**src/design/pro_pkg.sv**
```systemverilog
// shared types and constants for the progressive refinement order block
// no dependencies; imported by pro_splitter and progressive_refinement_order
`default_nettype none

package pro_pkg;

  localparam int CFG_W           = 9;
  localparam int PIX_W           = 8;
  localparam int DIM_W           = 9;
  localparam int MAX_DIM_DEF     = 256;
  localparam int QUEUE_DEPTH_DEF = 131072;

  localparam logic [DIM_W-1:0] FRAME_DIM_RESET = 9'd256;

  // configuration register indexes
  localparam logic CFG_FRAME_WIDTH  = 1'b0;
  localparam logic CFG_FRAME_HEIGHT = 1'b1;

  // child order of one split: top-left, bottom-left, top-right, bottom-right
  typedef enum logic [1:0] {
    CHILD_TL = 2'd0,
    CHILD_BL = 2'd1,
    CHILD_TR = 2'd2,
    CHILD_BR = 2'd3
  } child_t;

  typedef struct packed {
    logic   present;
    logic   last;
    child_t next;
  } split_ctl_t;

  typedef enum logic [1:0] {
    ST_IDLE  = 2'd0,
    ST_SPLIT = 2'd1,
    ST_PUSH  = 2'd2,
    ST_DONE  = 2'd3
  } state_t;

endpackage

`default_nettype wire

```
**src/design/pro_splitter.sv**
```systemverilog
// quadtree split of one rectangle: origin, size, flag and walk control of one chosen child
// depends on pro_pkg; instantiated by progressive_refinement_order
`default_nettype none

module pro_splitter #(
  parameter int CW = 8,
  parameter int DW = 9
) (
  input  wire logic [CW-1:0]        x,
  input  wire logic [CW-1:0]        y,
  input  wire logic [DW-1:0]        w,
  input  wire logic [DW-1:0]        h,
  input  wire pro_pkg::child_t      child,
  output logic      [CW-1:0]        cx,
  output logic      [CW-1:0]        cy,
  output logic      [DW-1:0]        cw,
  output logic      [DW-1:0]        ch,
  output logic                      cflag,
  output pro_pkg::split_ctl_t       ctl
);

  import pro_pkg::*;

  logic          right;
  logic          bottom;
  logic [DW-1:0] w_ceil;
  logic [DW-1:0] h_ceil;
  logic [DW-1:0] wl;
  logic [DW-1:0] wr;
  logic [DW-1:0] ht;
  logic [DW-1:0] hb;
  logic [CW-1:0] x_mid;
  logic [CW-1:0] y_mid;

  always_comb begin
    right  = w > DW'(1);
    bottom = h > DW'(1);
    w_ceil = DW'(({1'b0, w} + (DW+1)'(1)) >> 1);
    h_ceil = DW'(({1'b0, h} + (DW+1)'(1)) >> 1);
    wl     = right  ? w_ceil : w;
    ht     = bottom ? h_ceil : h;
    wr     = w >> 1;
    hb     = h >> 1;
    // the far half, when present, starts inside the frame, so it fits the coordinate width
    x_mid  = CW'(32'(x) + 32'(w_ceil));
    y_mid  = CW'(32'(y) + 32'(h_ceil));
  end

  always_comb begin
    case (child)
      CHILD_TL: begin
        cx          = x;
        cy          = y;
        cw          = wl;
        ch          = ht;
        cflag       = 1'b0;
        ctl.present = right || bottom;
        ctl.last    = !right && !bottom;
        ctl.next    = bottom ? CHILD_BL : CHILD_TR;
      end
      CHILD_BL: begin
        cx          = x;
        cy          = y_mid;
        cw          = wl;
        ch          = hb;
        cflag       = 1'b1;
        ctl.present = bottom;
        ctl.last    = !right;
        ctl.next    = CHILD_TR;
      end
      CHILD_TR: begin
        cx          = x_mid;
        cy          = y;
        cw          = wr;
        ch          = ht;
        cflag       = 1'b1;
        ctl.present = right;
        ctl.last    = !bottom;
        ctl.next    = CHILD_BR;
      end
      default: begin
        cx          = x_mid;
        cy          = y_mid;
        cw          = wr;
        ch          = hb;
        cflag       = 1'b1;
        ctl.present = right && bottom;
        ctl.last    = 1'b1;
        ctl.next    = CHILD_BR;
      end
    endcase
  end

endmodule

`default_nettype wire

```
**config.mk**
```make
export PLATFORM = sky130hd
export DESIGN_NAME = pro_splitter
export DESIGN_NICKNAME = d
export VERILOG_FILES = /design/src/design/pro_pkg.sv /design/src/design/pro_splitter.sv
export SDC_FILE = /design/constraint.sdc
export NUM_CORES = 1
export LEC_CHECK = 0
export BUFFER_PORTS_ARGS = -buffer_cell sky130_fd_sc_hd__buf_2
export CAP_MARGIN = 20
export CORE_AREA = 4 4 65 67
export DETAILED_ROUTE_END_ITERATION = 16
export DIE_AREA = 0 0 69 71
export GPL_ROUTABILITY_DRIVEN = 0
export PLACE_DENSITY_LB_ADDON = 0.12
export SETUP_SLACK_MARGIN = 0.2
export SYNTH_ARGS = -nofsm -noshare
export SYNTH_HDL_FRONTEND = slang
export SYNTH_SLANG_ARGS = --single-unit
export TNS_END_PERCENT = 100
```
**constraint.sdc**
```tcl
create_clock -name vclk -period 3.7
set_input_delay 0.925 -clock vclk [all_inputs]
set_output_delay 0.925 -clock vclk [all_outputs]
set_load 0.05 [all_outputs]
```
==> results of run 1 <==
[layout by cell type (no fill, tap or decap), types with 2 or more instances in the layout]
| master | netlist | layout |
|---|---|---|
| buf_8 | 0 | 5 |
| xor2_4 | 0 | 3 |
| nand3_1 | 10 | 4 |
| o21bai_1 | 2 | 2 |
| o21ai_0 | 23 | 8 |
| a211o_1 | 2 | 2 |
| xnor2_1 | 17 | 9 |
| nand2_1 | 46 | 41 |
| o21ai_4 | 0 | 2 |
| xnor2_2 | 0 | 5 |
| a21oi_4 | 0 | 2 |
| inv_2 | 0 | 2 |
| nand3_4 | 1 | 3 |
| nor4_1 | 3 | 2 |
| ha_1 | 24 | 15 |
| nor2_1 | 16 | 15 |
| and3_4 | 0 | 4 |
| buf_2 | 2 | 56 |
| xor2_1 | 12 | 7 |
| a221oi_1 | 3 | 2 |
| o21ai_1 | 1 | 8 |
| clkbuf_4 | 0 | 2 |
| nor3_1 | 5 | 4 |
| ha_4 | 0 | 9 |
| a211oi_2 | 0 | 2 |
| nor3b_1 | 3 | 3 |
| xnor2_4 | 0 | 3 |
| a21o_1 | 7 | 7 |
| buf_4 | 2 | 61 |
| xor2_2 | 0 | 2 |
| o211ai_1 | 3 | 3 |
| a22o_1 | 2 | 2 |
| buf_6 | 0 | 18 |
| a21oi_1 | 11 | 5 |
| fa_2 | 0 | 2 |
| nand2_2 | 0 | 4 |
| a21oi_2 | 1 | 5 |
| inv_1 | 10 | 7 |
| nand3_2 | 0 | 4 |
| o21ai_2 | 0 | 6 |
[synthesized netlist by cell type]
| master | number | area (um2) |
|---|---|---|
| xor2_1 | 12 | 105 |
| a22oi_1 | 2 | 15.0 |
| and3_1 | 5 | 31.3 |
| buf_4 | 2 | 15.0 |
| a221oi_1 | 3 | 26.3 |
| nor3_1 | 5 | 25.0 |
| o211ai_1 | 3 | 22.5 |
| a21oi_1 | 11 | 55.1 |
| o31ai_1 | 1 | 7.51 |
| or2_2 | 2 | 12.5 |
| o31a_1 | 1 | 8.76 |
| nor4_1 | 3 | 18.8 |
| nand4_1 | 1 | 6.26 |
| a21o_1 | 7 | 52.6 |
| clkbuf_1 | 7 | 26.3 |
| ha_1 | 24 | 300 |
| o22a_2 | 1 | 10.0 |
| and3_2 | 1 | 7.51 |
| buf_2 | 2 | 10.0 |
| mux2i_1 | 1 | 10.0 |
| a31oi_1 | 1 | 6.26 |
| nand3_4 | 1 | 17.5 |
| or3_4 | 1 | 11.3 |
| o211a_1 | 1 | 10.0 |
| a211oi_1 | 2 | 15.0 |
| nand3_1 | 10 | 50.1 |
| inv_1 | 10 | 37.5 |
| a21oi_2 | 1 | 8.76 |
| xnor2_1 | 17 | 149 |
| o21bai_1 | 2 | 15.0 |
| nand2_1 | 46 | 173 |
| or4b_2 | 1 | 10.0 |
| fa_1 | 2 | 40.0 |
| nor2_1 | 16 | 60.1 |
| o21ai_0 | 23 | 115 |
| a221o_1 | 1 | 10.0 |
| o21ai_1 | 1 | 5.00 |
| a22o_1 | 2 | 17.5 |
| a211o_1 | 2 | 17.5 |
| o21a_1 | 1 | 7.51 |
| nor3b_1 | 3 | 22.5 |
| nand4b_1 | 1 | 8.76 |
[what timing repair did]
item                       in CTS  in global routing
gates resized for setup        52                 44
hold endpoints to repair        0                  0
buffers inserted                5                  3
setup endpoints to repair      14                 21
pin swaps                      14                 17
[cell type report]
cell class / count / area [um2]
multi-input cells: 218 / 2000
inverters: 10 / 50.0
repair buffers: 143 / 1050
well taps: 48 / 60.1
fillers: 199 / 475
[power breakdown]
group          internal [uW]  switching (uW)  leakage, uW  total [uW]
clock                      0               0            0           0
combinational            291             412      0.00151         703
sequential                 0               0            0           0
total                    291             412      0.00151         703
[layer usage]
layer / part of all wire, % / wire, um / up-vias
li1: - / - / 1122
met1: 37 / 2620 / 1112
met2: 52 / 3680 / 112
met3: 5.1 / 356 / 31
met4: 5.1 / 359 / 0
met5: 0 / 0 / -
[worst max-delay path, cell delays in order]
cell and delay, ns:
buf_8 0.09, and3_4 0.18, and3_4 0.19, and3_4 0.22, xor2_2 0.19, ha_4 0.25, a21oi_2 0.12, o21ai_1 0.09
a211o_1 0.27, a21oi_4 0.19, xor2_4 0.16, buf_6 0.17
[cell families (layout without fill, tap and decap cells)]
group,after synthesis,count (layout),synth area share [%]
xor gates and xnor gates,29,29,16.1
adders and majority gates,26,26,21.6
AOI/OAI and AO/OA,66,66,27.0
muxes,1,1,0.636
and+or+nand+nor,96,96,28.9
buffers and inverters,21,153,5.65
[through the flow]
stage	utilization (%)	setup WS [ns]	total power, uW
finish	86.9	-0.278	703
CTS	80.2	-0.293	632
global route	86.9	-0.318	745
detailed placement	72.6	-0.477	574
global placement	72.6	-0.365	564
floorplan	-	-0.148	397
[final timing paths]
path	startpoint	to	slack (ns)
max	h[1]	cy[7]	-0.28
min	x[7]	cx[7]	2.18
==> impl_metrics.json, run 1 <==
{
  "via_per_inst": 5.67,
  "coreArea_mm2": 0.00363,
  "final_antenna_net_count": 0,
  "regArea_um2": 0,
  "die_area_mm2": 0.00490,
  "ys_warn_count": 0,
  "endpoint_kind": "output port",
  "cp.arrival_ns": 3.05,
  "cts-hold-fix-buffers": 0,
  "slew_headroom_pct": 71.7,
  "syn_inst": 239,
  "antenna_found_initial": 0,
  "slew_viol_final": 0,
  "met3_usage_pct": 1.14,
  "violations": "setup timing",
  "globalRouteTotalUtil_pct": 23.1,
  "drt-pass1-iter-count": 5,
  "wl_per_cell_um": 16.8,
  "ys_seq_area_share_pct": 0,
  "syn_avg_cell_area_um2": 6.58,
  "wl_um": 7020,
  "critPathMaxFanout": 5,
  "nets": 435,
  "setup_ws_ns": -0.278,
  "hold_class": "in -> out",
  "design_area_mm2": 0.00316,
  "period_needed_ns": 3.98,
  "drtIter0Drc": 169,
  "total_leakage_power_uw": 0.00151,
  "crit_type": "in -> out",
  "drive_above_1_share_pct": 58.0,
  "timing_worst_slew_pin_value_ns": 0.424,
  "crit_required_ns": 2.77,
  "route.vias.total": 2377,
  "design.seq.count": 0,
  "clkbuf_count": 0,
  "tns_ns": -1.05,
  "overflow": 0,
  "rows": 22,
  "drc_errors": 0,
  "place.detailed.hpwl_um": 4430,
  "antennaDiodeCount": 0,
  "area_growth_pct": 101,
  "met2_usage_pct": 44.9,
  "hold_viol": 0,
  "fin_hold_ws_ns": 2.18,
  "critPathLaunchType": "input port",
  "port-buffer-count": 75,
  "status": "finished, violations left",
  "rsz0062_at_grt": "yes",
  "fmax_mhz": 251,
  "synth_nets": 301,
  "whs_path_depth": 3,
  "dieHeight_um": 71,
  "placed_cells_incl_taps": 411,
  "finalSetupViolCount": 6,
  "p_per_area_mw_per_mm2": 223,
  "ys_types": 42,
  "postPlaceCellArea_mm2": 0.00264,
  "max_cap_viol_count": 0,
  "min_period_over_period_pct": 108,
  "peakVddDrop_v": 0.000152,
  "fin_cells": 419,
  "top_level_ports": 75,
  "grt_max_degree": 23,
  "syn-cell-area_mm2": 0.00157,
  "use_met1_pct": 28.4,
  "busiest_layer": "met2",
  "die_width_um": 69,
  "initial_core_util_pct": 43.3,
  "grt_pass1_vias": 2210,
  "grt_pass1_wl_um": 9730
}
Note: power is estimated with default switching activity, not from simulation.
==> run 2, diff against run 1 <==
- CORE_AREA: 4 4 65 67 -> 2 2 76 78
- DIE_AREA: 0 0 69 71 -> 0 0 78 80
- GPL_TIMING_DRIVEN: default -> 0
==> run 2 against run 1 <==
Compared with the run above: the run still ends with setup timing left; critical path depth decreased by 1; highest routed layer is now met3; global-route usage fell by 7.0 points; cell count fell by 2.1%; sequential share of layout area unchanged; non-clock buffer count down 33; combinational power fell by 7.4%.
==> impl_metrics.json, run 2 (synthesis results as in run 1) <==
{
  "status": "finished, violations left",
  "violations": "setup timing",
  "final_util_pct": 54.9,
  "busiest_layer": "met2",
  "final_antenna_net_count": 0,
  "design.seq.count": 0,
  "met3_usage_pct": 0.679,
  "tns_ns": -1.12,
  "min_period_over_period_pct": 108,
  "finalSetupViolCount": 6,
  "rsz0062_at_grt": "yes",
  "critPathLaunchType": "input port",
  "place.detailed.hpwl_um": 4040,
  "fin_cells": 410,
  "top_level_ports": 75,
  "drtIter0Drc": 43,
  "regArea_um2": 0,
  "setup_ws_ns": -0.314,
  "total_leakage_power_uw": 0.00138,
  "grt_max_degree": 11,
  "endpoint_kind": "output port",
  "period_needed_ns": 4.01,
  "dieHeight_um": 80,
  "startpoint": "h[0]",
  "drive_above_1_share_pct": 53.8,
  "nets": 402,
  "grt_pass1_vias": 1903,
  "fmax_mhz": 249,
  "die_width_um": 78,
  "layout_commonest_cell": "buf_2",
  "hp-start": "x[7]",
  "rows": 27,
  "clkbuf_count": 0,
  "antennaDiodeCount": 0,
  "clockPowerShare_pct": 0,
  "cp.arrival_ns": 3.09,
  "timing_worst_slew_pin_value_ns": 0.543,
  "power_frac_seq_pct": 0,
  "whs_endpoint": "cx[7]",
  "hold_viol": 0,
  "postPlaceCellArea_mm2": 0.00224,
  "coreArea_mm2": 0.00541,
  "switching_power_uw": 388,
  "whs_path_depth": 3,
  "drc_errors": 0,
  "design_area_mm2": 0.00297,
  "globalRouteTotalUtil_pct": 16.2,
  "area_growth_pct": 88.6,
  "layout_common_cells": "51 x buf_2, 40 x nand2_1, 30 x buf_4",
  "slew_headroom_pct": 63.7,
  "wl_um": 5350,
  "peakVddDrop_v": 0.000131,
  "dp_slack_ns": -0.611,
  "crit_type": "in -> out",
  "switching_share_pct": 59.6,
  "critPathMaxFanout": 5,
  "placed_cells_incl_taps": 382,
  "die_area_mm2": 0.00624,
  "wl_per_cell_um": 13.0,
  "p_per_area_mw_per_mm2": 219,
  "initial_core_util_pct": 29.1,
  "hold_class": "in -> out",
  "slew_viol_final": 0,
  "antenna_found_initial": 0,
  "via_per_inst": 4.98,
  "max_cap_viol_count": 0,
  "grt_pass1_wl_um": 8530,
  "drt-pass1-iter-count": 4,
  "port-buffer-count": 71,
  "overflow": 0,
  "combPwrFrac_pct": 100.0,
  "intPower_uw": 263,
  "cts-hold-fix-buffers": 0,
  "met2_usage_pct": 29.1,
  "crit_required_ns": 2.77,
  "use_met1_pct": 22.5,
  "route.vias.total": 2040
}
## run 2: changes by cell type in the layout (fill, tap and decap cells not counted), sizes merged
| cell | change |
|---|---|
| clkbuf | +3 |
| buf | -36 |
## run 2: area by class of cell
type / count / area (um2)
fill: 535 / 2440
timing repair buffer: 100 / 771
multi-input combinational: 218 / 1970
buffer: 10 / 85.1
tap: 72 / 90.1
inverter: 10 / 50.0
## run 2: stage by stage
stage               hold slack (ns)  power (uW)
CTS                            2.18         592
detailed placement             2.23         513
global placement               2.23         511
finish                         2.20         651
global route                   2.21         697
floorplan                      1.97         397
## run 2: per-layer routing
layer,vias up,share of wire (%),routed length (um)
met5,-,0,0
met4,0,0,0
met3,0,3.5,189
met2,49,50,2650
met1,935,47,2510
li1,1056,-,-
## run 2: what timing repair did
action | 4_1_cts | 5_1_grt
setup endpoints to repair | 25 | 31
setup buffers | 17 | 12
resized for setup | 65 | 55
pin swaps | 28 | 31
## run 2: how the worst max path moves through the flow
stage | endpoint | cells after the start
6_report | cy[6] | 11
5_1_grt | cy[7] | 13
4_1_cts | cy[7] | 12
3_5_place_dp | cx[7] | 12
3_3_place_gp | cx[7] | 12
2_1_floorplan | cy[7] | 10
## run 2: power groups by stage
stage | logic [uW] | clock network (uW) | registers [uW]
after detailed placement | 513 | 0 | 0
after global placement | 511 | 0 | 0
after CTS | 592 | 0 | 0
after floorplan | 397 | 0 | 0
after global routing | 697 | 0 | 0
final | 651 | 0 | 0
## run 2: critical path, cell delays in order
cell	delay, ns
buf_8	0.09
and3_4	0.18
and3_4	0.21
and3_4	0.18
xor2_1	0.16
ha_1	0.30
buf_4	0.16
buf_4	0.12
or4b_4	0.54
nand3_4	0.08
buf_8	0.14
